<file path="src/hw/rtl/manchester_framer_crc32_defines.svh">
// Assertion macros for the Manchester framer.
// The enclosing module must have clk and rst_n in scope.
`ifndef MANCHESTER_FRAMER_CRC32_DEFINES_SVH
`define MANCHESTER_FRAMER_CRC32_DEFINES_SVH

// Clocked check, disabled while reset is asserted.
`define MCF_ASSERT(lbl, prop, msg) \
    lbl: assert property (@(posedge clk) disable iff (!rst_n) (prop)) \
        else $error(msg);

// Implication check: cause in one cycle, effect in the next.
`define MCF_ASSERT_NEXT(lbl, cause, effect, msg) \
    lbl: assert property (@(posedge clk) disable iff (!rst_n) (cause) |=> (effect)) \
        else $error(msg);

`endif

</file>
<file path="src/hw/rtl/mcf_pkg.sv">
`timescale 1ns / 1ps
`default_nettype none
// ----------------------------------------------------------------------------
// mcf_pkg: shared definitions for the Manchester framer
// CRC-32 constants, register indexes, reset values and the byte-level
// CRC and Manchester encode functions.
// ----------------------------------------------------------------------------
package mcf_pkg;

    localparam logic [31:0] CRC_INIT = 32'hFFFF_FFFF;
    localparam logic [31:0] CRC_POLY = 32'hEDB8_8320;

    localparam logic [7:0] PREAMBLE_VALUE_RST = 8'h55;
    localparam logic [3:0] PREAMBLE_COUNT_RST = 4'd4;
    localparam logic [7:0] SYNC_VALUE_RST     = 8'h7E;

    localparam logic [15:0] LEN_OVERHEAD = 16'd4;

    localparam logic [1:0] CFG_PREAMBLE_VALUE = 2'd0;
    localparam logic [1:0] CFG_PREAMBLE_COUNT = 2'd1;
    localparam logic [1:0] CFG_SYNC_VALUE     = 2'd2;

    // Reflected CRC-32 over one byte: eight shift/xor steps.
    function automatic logic [31:0] crc32_byte(input logic [31:0] crc_in,
                                               input logic [7:0]  data);
        logic [31:0] c;
        c = crc_in ^ {24'd0, data};
        for (int j = 0; j < 8; j++)
        begin
            c = (c >> 1) ^ (c[0] ? CRC_POLY : 32'd0);
        end
        return c;
    endfunction

    // MSB first; a one is high then low, a zero low then high.
    function automatic logic [15:0] manchester(input logic [7:0] b);
        logic [15:0] w;
        w = '0;
        for (int i = 0; i < 8; i++)
        begin
            w[2*i+1] = b[i];
            w[2*i]   = ~b[i];
        end
        return w;
    endfunction

endpackage
`default_nettype wire

</file>
<file path="src/hw/rtl/manchester_framer_crc32.sv">
`timescale 1ns / 1ps
`default_nettype none
// ----------------------------------------------------------------------------
// manchester_framer_crc32: byte framer with CRC-32 trailer and Manchester code
// Wraps payload bytes in preamble, sync and length header, appends a
// reflected CRC-32 low byte first, and emits every byte as a 16-bit
// Manchester word.
//
//   channel | handshake              | payload
//   --------+------------------------+-----------------------------------------
//   in      | in_valid / in_ready    | data_byte, frame_start, frame_end,
//           |                        | payload_length
//   out     | out_valid / out_ready  | symbol_word, frame_done
//   cfg     | cfg_write              | cfg_index, cfg_data
//
// One output word leaves per cycle while out_ready is high. A middle payload
// byte gives one word, so such bytes stream back to back; the single word
// sequencer sends a first byte as preamble, sync, length and data words, a
// last byte as data and CRC words. Bytes outside a frame are dropped. Reset
// presets the CRC, clears the frame flag, the sequencer and output valid and
// loads register defaults. A stalled output holds its word and the sequencer.
// ----------------------------------------------------------------------------
`include "manchester_framer_crc32_defines.svh"

module manchester_framer_crc32
    import mcf_pkg::*;
(
    input  wire logic        clk,
    input  wire logic        rst_n,

    input  wire logic        cfg_write,
    input  wire logic [1:0]  cfg_index,
    input  wire logic [7:0]  cfg_data,

    input  wire logic        in_valid,
    output logic             in_ready,
    input  wire logic [7:0]  data_byte,
    input  wire logic        frame_start,
    input  wire logic        frame_end,
    input  wire logic [15:0] payload_length,

    output logic             out_valid,
    input  wire logic        out_ready,
    output logic [15:0]      symbol_word,
    output logic             frame_done
);

    typedef enum logic [3:0] {
        PH_PRE,
        PH_SYNC,
        PH_LENH,
        PH_LENL,
        PH_DATA,
        PH_CRC0,
        PH_CRC1,
        PH_CRC2,
        PH_CRC3
    } phase_t;

    logic [7:0]  preamble_value_reg;
    logic [3:0]  preamble_count_reg;
    logic [7:0]  sync_value_reg;

    logic [31:0] crc_reg,      crc_next;
    logic        in_frame_reg, in_frame_next;

    // Held item being sequenced into words.
    logic        hold_valid_reg, hold_valid_next;
    phase_t      phase_reg,      phase_next;
    logic [3:0]  pre_cnt_reg,    pre_cnt_next;
    logic [7:0]  data_reg,       data_next;
    logic        end_reg,        end_next;
    logic [15:0] flen_reg,       flen_next;
    logic [31:0] fcs_reg,        fcs_next;

    logic        out_valid_reg,  out_valid_next;
    logic [15:0] word_reg,       word_next;
    logic        done_reg,       done_next;

    logic        accept;
    logic        emit;
    logic        last_word;
    logic        take;
    logic [31:0] crc_upd;
    logic [7:0]  cur_byte;

    assign emit      = hold_valid_reg && (!out_valid_reg || out_ready);
    assign last_word = (phase_reg == PH_DATA && !end_reg) || (phase_reg == PH_CRC3);
    assign in_ready  = !hold_valid_reg || (emit && last_word);
    assign accept    = in_valid && in_ready;
    // Items outside a frame are consumed but produce nothing.
    assign take      = accept && (frame_start || in_frame_reg);
    assign crc_upd   = crc32_byte(frame_start ? CRC_INIT : crc_reg, data_byte);

    always_comb
    begin
        case (phase_reg)
            PH_PRE:  cur_byte = preamble_value_reg;
            PH_SYNC: cur_byte = sync_value_reg;
            PH_LENH: cur_byte = flen_reg[15:8];
            PH_LENL: cur_byte = flen_reg[7:0];
            PH_DATA: cur_byte = data_reg;
            PH_CRC0: cur_byte = fcs_reg[7:0];
            PH_CRC1: cur_byte = fcs_reg[15:8];
            PH_CRC2: cur_byte = fcs_reg[23:16];
            PH_CRC3: cur_byte = fcs_reg[31:24];
            default: cur_byte = data_reg;
        endcase
    end

    always_comb
    begin
        crc_next        = crc_reg;
        in_frame_next   = in_frame_reg;
        hold_valid_next = hold_valid_reg;
        phase_next      = phase_reg;
        pre_cnt_next    = pre_cnt_reg;
        data_next       = data_reg;
        end_next        = end_reg;
        flen_next       = flen_reg;
        fcs_next        = fcs_reg;
        out_valid_next  = out_valid_reg;
        word_next       = word_reg;
        done_next       = done_reg;

        if (out_valid_reg && out_ready)
        begin
            out_valid_next = 1'b0;
        end

        // Advance the sequencer one word.
        if (emit)
        begin
            out_valid_next = 1'b1;
            word_next      = manchester(cur_byte);
            done_next      = (phase_reg == PH_CRC3);
            case (phase_reg)
                PH_PRE:
                begin
                    pre_cnt_next = pre_cnt_reg + 4'd1;
                    if (pre_cnt_reg == preamble_count_reg - 4'd1)
                    begin
                        phase_next = PH_SYNC;
                    end
                end
                PH_SYNC: phase_next = PH_LENH;
                PH_LENH: phase_next = PH_LENL;
                PH_LENL: phase_next = PH_DATA;
                PH_DATA:
                begin
                    if (end_reg)
                    begin
                        phase_next = PH_CRC0;
                    end
                    else
                    begin
                        hold_valid_next = 1'b0;
                    end
                end
                PH_CRC0: phase_next = PH_CRC1;
                PH_CRC1: phase_next = PH_CRC2;
                PH_CRC2: phase_next = PH_CRC3;
                PH_CRC3: hold_valid_next = 1'b0;
                default: hold_valid_next = 1'b0;
            endcase
        end

        // Load a new beat; the CRC is folded in as it is taken.
        if (take)
        begin
            hold_valid_next = 1'b1;
            data_next       = data_byte;
            end_next        = frame_end;
            flen_next       = payload_length + LEN_OVERHEAD;
            fcs_next        = ~crc_upd;
            pre_cnt_next    = '0;
            if (frame_start)
            begin
                phase_next = (preamble_count_reg != 4'd0) ? PH_PRE : PH_SYNC;
            end
            else
            begin
                phase_next = PH_DATA;
            end
            crc_next      = frame_end ? CRC_INIT : crc_upd;
            in_frame_next = !frame_end;
        end
    end

    always_ff @(posedge clk or negedge rst_n)
    begin
        if (!rst_n)
        begin
            preamble_value_reg <= PREAMBLE_VALUE_RST;
            preamble_count_reg <= PREAMBLE_COUNT_RST;
            sync_value_reg     <= SYNC_VALUE_RST;
            crc_reg            <= CRC_INIT;
            in_frame_reg       <= 1'b0;
            hold_valid_reg     <= 1'b0;
            phase_reg          <= PH_DATA;
            pre_cnt_reg        <= '0;
            out_valid_reg      <= 1'b0;
        end
        else
        begin
            if (cfg_write)
            begin
                case (cfg_index)
                    CFG_PREAMBLE_VALUE: preamble_value_reg <= cfg_data;
                    CFG_PREAMBLE_COUNT: preamble_count_reg <= cfg_data[3:0];
                    CFG_SYNC_VALUE:     sync_value_reg     <= cfg_data;
                    default:            ;
                endcase
            end
            crc_reg        <= crc_next;
            in_frame_reg   <= in_frame_next;
            hold_valid_reg <= hold_valid_next;
            phase_reg      <= phase_next;
            pre_cnt_reg    <= pre_cnt_next;
            out_valid_reg  <= out_valid_next;
        end
    end

    always_ff @(posedge clk)
    begin
        data_reg <= data_next;
        end_reg  <= end_next;
        flen_reg <= flen_next;
        fcs_reg  <= fcs_next;
        word_reg <= word_next;
        done_reg <= done_next;
    end

    assign out_valid   = out_valid_reg;
    assign symbol_word = word_reg;
    assign frame_done  = done_reg;

    `MCF_ASSERT(a_idle_crc, !in_frame_reg |-> (crc_reg == CRC_INIT), "CRC not at init outside a frame")
    `MCF_ASSERT(a_busy, !in_ready |-> hold_valid_reg, "input stalled with no held beat")
    `MCF_ASSERT(a_pre_cnt, (hold_valid_reg && phase_reg == PH_PRE) |-> (pre_cnt_reg < preamble_count_reg), "preamble count overrun")
    `MCF_ASSERT_NEXT(a_done_clear, emit && phase_reg == PH_CRC3 && !take, !hold_valid_reg, "sequencer busy after trailer")

endmodule
`default_nettype wire
</file>
<file path="config.mk">
export PLATFORM = sky130hd
export DESIGN_NAME = manchester_framer_crc32
export DESIGN_NICKNAME = d
export VERILOG_FILES = /design/src/hw/rtl/mcf_pkg.sv /design/src/hw/rtl/manchester_framer_crc32.sv
export VERILOG_INCLUDE_DIRS = /design/src /design/src/hw/rtl
export SDC_FILE = /design/constraint.sdc
export NUM_CORES = 1
export LEC_CHECK = 0
export BUFFER_PORTS_ARGS = -buffer_cell sky130_fd_sc_hd__buf_2
export CORE_ASPECT_RATIO = 0.5
export CORE_MARGIN = 2
export CORE_UTILIZATION = 40
export CTS_BUF_LIST = sky130_fd_sc_hd__clkbuf_4
export DETAILED_ROUTE_END_ITERATION = 8
export GPL_ROUTABILITY_DRIVEN = 0
export PLACE_DENSITY_LB_ADDON = 0.12
export SYNTH_ARGS = -nofsm -noshare
export SYNTH_HDL_FRONTEND = slang
export SYNTH_SLANG_ARGS = --single-unit
</file>
<file path="constraint.sdc">
create_clock -name clk -period 6.9 [get_ports clk]
set_clock_uncertainty 0.15 [all_clocks]
set_input_delay 0.345 -clock clk [delete_from_list [all_inputs] [get_ports clk]]
set_output_delay 0.345 -clock clk [all_outputs]
set_load 0.01 [all_outputs]
</file>
-- After elaboration in Yosys (flattened, before gate mapping)
Cells that the tools add are included.
W data, S select, Z words.
- add/sub/neg operators: 3
- multiply operators: 0
- divide/modulo/power cells: 0
- magnitude comparators: 0
- equal/unequal tests: 15
- shifts and indexed selects: 0
- mux-type cells: 27
- bitwise operators: 18
- reductions and logical operators: 28
- operators with widths (cell ; number):
    $mux W32 ; 10
    $xor A31 B32 Y32 ; 8
    $pmux W8 S8 ; 1
    $not A32 Y32 ; 1
    $pmux W4 S8 ; 1
    $xor A32 B8 Y32 ; 1
    $mux W4 ; 7
    $add A16 B3 Y16 const B ; 1
    $eq A4 B3 Y1 const B ; 4
    $ne A3 B3 Y1 const B ; 3
    $reduce_bool A9 Y1 ; 1
    $eq A4 B2 Y1 const B ; 2
    $not A1 Y1 ; 8
    $reduce_and A2 Y1 ; 4
    $reduce_or A7 Y1 ; 1
    $logic_and A1 B1 Y1 ; 6
    $mux W1 ; 6
    $reduce_bool A2 Y1 ; 3
    $add A4 B1 Y4 const B ; 1
    $eq A4 B1 Y1 const B ; 1
    $eq A4 B4 Y1 ; 1
    $eq A4 B4 Y1 const B ; 1
    $logic_not A1 Y1 ; 4
    $logic_not A4 Y1 ; 1
    other kinds (11) ; 14
- flip-flop bits (word level): 137
- bits in latches: 0
- bits in writable memories: 0
- bits in read-only memories: 0
- bits of input ports: 41
- logic and storage cells: 106
- memories kept: 0

-- Longest topological paths before layout
Gate-level depths: netlist (run 1).
- depth after elaboration: 19
- mapped depth: 9

-- Worst setup path after synthesis (run 1)
OpenSTA, ideal clock, no wires.
- path kind: register to register
- start point: register phase_reg[2]
- end point: register data_reg[0] (enable)
- arrival time: 2.273 ns
- data required time: 6.358 ns
- path slack: 4.085 ns
- cell stages (with the launch flop): 8
- buffers on the path: 2
- period minus slack after synthesis: 2.815 ns
- cells stage by stage: dfstp_2 > buf_2 > nor3b_1 > o211ai_1 > a21boi_2 > o21ai_1 > inv_2 > buf_2
- longest elaborated chain between the ends: 7
- RTL lines (item ; line ; source):
    start: declaration ; manchester_framer_crc32.sv:69 ; phase_t phase_reg, phase_next;
    start signal: assignment ; manchester_framer_crc32.sv:218 ; phase_reg <= phase_next;
    $eq A4 B3 Y1 ; manchester_framer_crc32.sv:88 ; assign last_word = (phase_reg == PH_DATA && !end_reg) || (phase_reg == PH_CRC3);
    $logic_and A1 B1 Y1 ; manchester_framer_crc32.sv:88 ;
    $logic_or A1 B1 Y1 (*) ; manchester_framer_crc32.sv:88 ;
    $logic_and A1 B1 Y1 (*) ; manchester_framer_crc32.sv:89 ; assign in_ready = !hold_valid_reg || (emit && last_word);
    $logic_or A1 B1 Y1 (*) ; manchester_framer_crc32.sv:89 ;
    $logic_and A1 B1 Y1 (*) ; manchester_framer_crc32.sv:90 ; assign accept = in_valid && in_ready;
    $logic_and A1 B1 Y1 (*) ; manchester_framer_crc32.sv:92 ; assign take = accept && (frame_start || in_frame_reg);
    end signal: assignment ; manchester_framer_crc32.sv:226 ; data_reg <= data_next;
    end: declaration ; manchester_framer_crc32.sv:71 ; logic [7:0] data_reg, data_next;
Every way passes the cells marked *; elsewhere a longest branch is shown, timed or not.
A chain may end at the register's enable or synchronous reset.

-- Worst setup path in the final report (run 1)
- start point: register phase_reg[1]
- end point: register fcs_reg[6] (enable)
- longest elaborated chain between the ends: 7
- RTL lines (item ; line ; source):
    $eq A4 B3 Y1 ; manchester_framer_crc32.sv:88 ;
    $logic_and A1 B1 Y1 ; manchester_framer_crc32.sv:88 ;
    $logic_or A1 B1 Y1 (*) ; manchester_framer_crc32.sv:88 ;
    $logic_and A1 B1 Y1 (*) ; manchester_framer_crc32.sv:89 ;
    $logic_or A1 B1 Y1 (*) ; manchester_framer_crc32.sv:89 ;
    $logic_and A1 B1 Y1 (*) ; manchester_framer_crc32.sv:90 ;
    $logic_and A1 B1 Y1 (*) ; manchester_framer_crc32.sv:92 ;
    end signal: assignment ; manchester_framer_crc32.sv:229 ; fcs_reg <= fcs_next;
    end: declaration ; manchester_framer_crc32.sv:74 ; logic [31:0] fcs_reg, fcs_next;
Marks and branches as above.

==> metrics.csv, run 1 <==
stage,metric,value,unit
clock_network,CTS clock-pin slew for the worst setup and hold paths,0.13,ns
power_and_ir_drop,Reg power frac,41.5,%
global_routing,first-pass GRT wire length,25700,µm
detailed_routing,WL/cell,18.6,µm
global_routing,initial antenna violation count,0,
run,Max Cap Viol,0,
final_layout,layout cells sized above 1,28.1,%
clock_network,H-tree depth,4,
floorplanning,starting density of the core,41.5,%
logic_synthesis,Syn Area/Cell,12.3,µm²
hold_path,Hold EP,phase_reg[2],
worst_setup_path,cells on worst reg2reg path,6,
final_layout,final core occ,48.6,%
logic_synthesis,syn_nets,606,
worst_setup_path,R2R Path End,fcs_reg[6],
worst_setup_path,Worst Path Required,6.92,ns
timing,endpoints failing hold,0,
logic_synthesis,"top cells by area, synth","edfxtp_1, dfstp_2, xnor2_1",
worst_setup_path,CP Capture Type,flop,
logic_synthesis,Synth Warn #,0,
final_layout,NumNets Final,696,
hold_path,HP Class,input pin to flop,
detailed_routing,Routed WL,16600,µm
logic_synthesis,asr flop ratio synth,46.0,%
power_and_ir_drop,Sw Share,38.5,%
detailed_routing,vias,4553,
timing,final worst slack,3.20,ns
power_and_ir_drop,Lkg Pwr,3.11,nW
detailed_routing,first-pass iteration count of the detailed router,6,
worst_setup_path,CP arrival,3.72,ns
clock_network,CTS Buf Count,17,
worst_setup_path,Crit Path Max Fanout,66,
logic_synthesis,share of the synthesized area in the top cell type,32.2,%
floorplanning,boundary pin count,60,
floorplanning,std cell rows,33,
final_layout,post-route cell area,8090,µm²
run_status,status,completed,
clock_network,"Setup Fix Bufs, Post-CTS",0,
floorplanning,Core Footprint,16600,µm²
clock_network,Max Buffers Root-to-Sink,2,
worst_setup_path,R2R Setup Slk,3.20,ns
global_routing,largest net degree at the start of global routing,67,
power_and_ir_drop,Peak VDD IR,0.157,mV
logic_synthesis,register area share after synthesis,55.8,%
final_layout,ANT cells,0,
placed_design,HPWL after detailed placement,11400,µm
logic_synthesis,Synth area leader,edfxtp_1,
power_and_ir_drop,P_sw,0.00146,W
logic_synthesis,Post-synth EDFFs,74,
global_routing,GR Overflow Total,0,
timing,Worst-Margin Slew,0.864,ns
final_layout,Fill cells,1513,
floorplanning,die area,18400,µm²
detailed_routing,vias per std cell,5.10,
clock_network,Worst-Skew Late Latency,0.54,ns
power_and_ir_drop,PwrDens,469,nW/µm²
timing,Max Fclk,270,MHz
global_routing,GRT Overall Usage,19.0,%
power_and_ir_drop,Logic pwr share,42.1,%
worst_setup_path,kind of critical path,flop to flop,
logic_synthesis,Netlist cell types,56,
power_and_ir_drop,Clock Power Share,16.3,%
global_routing,vias in the first global route,4289,
floorplanning,Die Height,96.9,µm
placed_design,placed inst area,7400,µm²
timing,final period utilization,53.6,%
placed_design,Port Buffers,59,
detailed_routing,# DRC,0,
floorplanning,Die Wd,190,µm
clock_network,clk sinks,137,
detailed_routing,ANT nets after route,0,
timing,Setup TNS,0,ns
timing,relative slew slack,42.4,%
worst_setup_path,r2r startpoint,phase_reg[1],
timing,final setup vio count,0,
timing,RSZ-0062 raised after global routing,false,
hold_path,hold depth,3,
timing,fin crit period,3.70,ns
timing,hold_ws,0.0680,ns
worst_setup_path,critical path launch point type,flop,
hold_path,min-delay src,in_valid,
logic_synthesis,post-synthesis register bit count,137,
power_and_ir_drop,Pint,0.00233,W
final_layout,area grow syn2layout,17.1,%
clock_network,Root Buffer Master,clkbuf_4,
timing,Slew Limit Fails,0,
clock_network,CTS tree,yes,
logic_synthesis,Syn Inst Count,562,
detailed_routing,DRT iter0 DRCs,317,
placed_design,dpl ws,3.22,ns
logic_synthesis,mapped cell area,6910,µm²
logic_synthesis,most used flip-flop cell after synthesis,edfxtp_1,
worst max-delay path, cell delays in order (launching register included):
cell and delay, ns:
dfrtp_1 0.72, nor2_1 0.53, o211ai_1 0.22, a21boi_2 0.29, o21ai_1 0.21, inv_4 0.49, buf_4 0.69
power by group through the flow:
stage	combinational [W]	clock, W	sequential, W
after floorplan	0.00121	0	0.00147
after global placement	0.00157	0	0.00159
after detailed placement	0.00158	0	0.00159
after CTS	0.00160	0.000633	0.00157
after global routing	0.00174	0.000673	0.00161
final	0.00160	0.000619	0.00158
worst max path at each step:
stage          cells after the start  slack [ns]     endpoint          from
6_report                           6        3.20   fcs_reg[6]  phase_reg[1]
5_1_grt                            8        2.82   crc_reg[9]  phase_reg[1]
4_1_cts                            6        3.17  data_reg[5]  phase_reg[1]
3_5_place_dp                       6        3.22  data_reg[3]  phase_reg[1]
3_3_place_gp                       6        3.37  fcs_reg[20]  phase_reg[1]
2_1_floorplan                      7        4.09  data_reg[0]  phase_reg[2]
stage by stage:
stage	std cells	power [W]
after floorplan	562	0.00269
after global placement	825	0.00316
after detailed placement	825	0.00317
after CTS	890	0.00381
after global routing	892	0.00403
final	892	0.00379
synth_stat cells (4+ instances only):
cell type	n
nand3_1	17
buf_1	6
clkbuf_1	7
xnor2_2	10
a31oi_1	22
xnor2_4	4
buf_2	13
a2111o_1	4
nor2_1	86
xnor2_1	64
a22oi_1	11
dfstp_2	44
edfxtp_1	74
nor2b_1	6
xor2_1	27
nand2b_1	4
dfrtp_1	19
and3_1	6
mux2_2	24
inv_1	15
nand2_1	13
xnor3_1	4
mux2i_1	10
a21oi_1	23
kinds of logic after synthesis:
kind of cell	share of synthesized area, %
and+or+nand+nor	10.1
buffers and inverters	2.70
AOI/OAI and AO/OA	7.79
xor gates and xnor gates	17.4
muxes	5.69
DFF	55.8
adders and majority gates	0.544
metal layers:
metal  wire [µm]  track usage (%)  vias up  share of wire (%)
met2        6950             26.2      106                 42
met4          88             4.47        0               0.53
met3         858             4.03        7                5.2
met1        8660             29.9     2261                 52
met5           0                0        -                  0
li1            -                -     2179                  -
cells in the final DEF (no fill, tap or decap), drive strengths merged, types with 6 or more instances in the layout:
master,Yosys,routed
a22oi,11,11
mux2i,10,10
dfstp,44,44
dlygate4sd3,0,35
nor2b,6,6
buf,20,64
inv,16,19
dfrtp,19,19
and3,6,6
xnor2,78,78
nand2,13,13
clkbuf,8,19
xor2,28,28
mux2,24,24
nor2,88,88
a21oi,23,23
a31oi,22,22
edfxtp,74,74
nand3,17,17
area by class of cell:
cell class	instances	area [µm²]	share of cell area, %
clock buffers	19	143	1.76
flip-flops and latches	137	3850	47.7
well taps	227	284	3.51
clock inverters	13	194	2.40
repair buffers	99	683	8.45
inverters	16	62.6	0.774
multi-input cells	381	2870	35.4
repair_timing:
item	4_1_cts	5_1_grt
hold buffers	33	2
endpoints found under the hold margin	64	2
resized for setup	0	0
Power figures use the tool's default switching activity.
==> run 2, diff against run 1 <==
==> constraint.sdc (replaced) <==
create_clock -name clk -period 3.1 [get_ports clk]
set_clock_uncertainty 0.15 [all_clocks]
set_input_delay 0.155 -clock clk [delete_from_list [all_inputs] [get_ports clk]]
set_output_delay 0.155 -clock clk [all_outputs]
set_load 0.01 [all_outputs]
==> run 2 against run 1 <==
Compared with the run above:
- global-route usage grew 1.4 points
- power grew 130%
- fmax grew 47%
- worst setup slack lost 2.6 ns
- critical path depth grew 1
- largest cell class unchanged
==> metrics.csv, run 2 (synthesized netlist as in run 1, its figures left out) <==
stage,metric,value,unit
placed_design,HPWL after detailed placement,12500,µm
clock_network,CTS Buf Count,17,
worst_setup_path,CP Capture Type,flop,
final_layout,NumNets Final,727,
clock_network,post_cts resized,0,
worst_setup_path,Crit Path Max Fanout,16,
power_and_ir_drop,Peak VDD IR,0.363,mV
clock_network,CTS clock-pin slew for the worst setup and hold paths,0.13,ns
global_routing,met1 Track Usage GR,30.7,%
timing,RSZ-0062 raised after global routing,false,
timing,final period utilization,81.2,%
global_routing,met3 usage,3.96,%
detailed_routing,DRT iter0 DRCs,344,
clock_network,H-tree depth,4,
detailed_routing,# DRC,0,
worst_setup_path,most frequent CP cell,buf_4,
final_layout,post-route cell area,8430,µm²
global_routing,gr busiest metal,met1,
hold_path,HP Class,input pin to flop,
timing,Slew Limit Fails,0,
final_layout,Fill cells,1514,
clock_network,Worst-Skew Late Latency,0.55,ns
worst_setup_path,critical path launch point type,flop,
power_and_ir_drop,Pwr Total,0.00877,W
timing,Setup TNS,0,ns
detailed_routing,Routed WL,17700,µm
floorplanning,Core Footprint,16600,µm²
detailed_routing,WL/cell,19.2,µm
timing,Worst-Margin Slew,0.761,ns
global_routing,first-pass GRT wire length,27600,µm
detailed_routing,first-pass iteration count of the detailed router,5,
detailed_routing,ANT nets after route,0,
floorplanning,starting density of the core,41.5,%
detailed_routing,vias,4682,
final_layout,area grow syn2layout,22.0,%
worst_setup_path,kind of critical path,flop to flop,
floorplanning,std cell rows,33,
clock_network,CTS tree,yes,
timing,hold_ws,0.141,ns
timing,relative slew slack,49.2,%
clock_network,"Setup Fix Bufs, Post-CTS",0,
power_and_ir_drop,PwrDens,1040,nW/µm²
timing,endpoints failing hold,0,
worst_setup_path,CP arrival,2.60,ns
final_layout,ANT cells,0,
worst_setup_path,Worst Path Required,3.19,ns
worst_setup_path,slowest CP cell,dfrtp_1,
placed_design,dpl ws,0.659,ns
global_routing,GR Overflow Total,0,
final_layout,"commonest non-fill, non-tap cells in the layout","nor2_1, edfxtp_1, xnor2_1",
run,Max Cap Viol,0,
global_routing,largest net degree at the start of global routing,42,
final_layout,"commonest non-fill, non-tap cell in the layout",nor2_1,
global_routing,initial antenna violation count,0,
global_routing,met2 GRT Util,30.2,%
floorplanning,die area,18400,µm²
worst_setup_path,"CP delay by family, top",buffers and inverters,
final_layout,Seq. cell area,3850,µm²
detailed_routing,vias per std cell,5.07,
power_and_ir_drop,Lkg Pwr,3.29,nW
timing,final setup vio count,0,
worst_setup_path,worst-path cell chain,buf_4 > nor3b_1 > o211ai_1 > a21boi_2 > o21ai_1 > inv_4 > buf_4,
floorplanning,boundary pin count,60,
floorplanning,Die Wd,190,µm
worst_setup_path,crit-path max cell delay,0.45,ns
floorplanning,Die Height,96.9,µm
timing,fin crit period,2.52,ns
final_layout,layout cells sized above 1,29.0,%
clock_network,clk sinks,137,
final_layout,area of the multi-input gates,2870,µm²
run_status,status,completed,
timing,final worst slack,0.584,ns
global_routing,vias in the first global route,4706,
worst_setup_path,CP Buf/Inv Count,3,
timing,Max Fclk,397,MHz
placed_design,Port Buffers,59,
clock_network,Max Buffers Root-to-Sink,2,
placed_design,placed inst area,7540,µm²
global_routing,GRT Overall Usage,20.3,%
clock_network,Root Buffer Master,clkbuf_4,
## run 2: cell types whose count changed in the layout (fill, tap and decap cells not counted)
cell | before | now
clkinv_4 | 2 | 4
clkbuf_4 | 19 | 18
buf_4 | 5 | 18
clkinvlp_4 | 4 | 1
buf_12 | 0 | 2
inv_6 | 3 | 2
clkinv_2 | 0 | 1
dlygate4sd3_1 | 35 | 51
bufinv_16 | 4 | 6
## run 2: repair_timing
| item | in CTS | in global routing |
|---|---|---|
| endpoints found under the setup margin | 0 | 0 |
| hold buffers | 51 | 0 |
| hold endpoints to repair | 84 | 0 |
## run 2: final timing paths
path	startpoint	end	slack, ns	cells past startpoint
max	phase_reg[3]	flen_reg[6]	0.58	7
min in group asynchronous	rst_n	crc_reg[3]	0.17	2
min	frame_start	crc_reg[21]	0.14	4
min reg2reg	crc_reg[31]	crc_reg[31]	0.36	2
max reg2reg	phase_reg[3]	flen_reg[6]	0.58	7
max in group asynchronous	rst_n	sync_value_reg[4]	2.09	3
## run 2: layout make-up
class / instances / area share (%)
Tap cell: 227 / 3.37
Timing Repair Buffer: 130 / 11.6
Multi-Input combinational cell: 381 / 34.0
Clock buffer: 18 / 1.60
Clock inverter: 14 / 2.91
Sequential cell: 137 / 45.7
Inverter: 16 / 0.742
## run 2: worst register-to-register path, delay by kind of cell (launching register included)
kind	cells	cell delay [ns]
AO/OA/AOI/OAI	3	0.69
flip-flops	1	0.45
AND/OR/NAND/NOR	1	0.21
buffers and inverters	3	0.71
## run 2: routing by layer
metal,vias to the layer above,share of wire (%)
met5,-,0
met4,0,0.88
met3,13,3.6
met2,104,44
met1,2337,51
li1,2228,-
## run 2: per-stage QoR
step                std cells  util, %
CTS                       923     50.7
global placement          840     45.3
global route              923     50.7
finish                    923     50.7
detailed placement        840     45.3
floorplan                 562        -
## run 2: where the power goes
group | internal (W) | switching (W) | total (W)
clock network | 0.000819 | 0.000726 | 0.00155
logic | 0.00171 | 0.00219 | 0.00390
registers | 0.00296 | 0.000361 | 0.00332
total | 0.00549 | 0.00328 | 0.00877
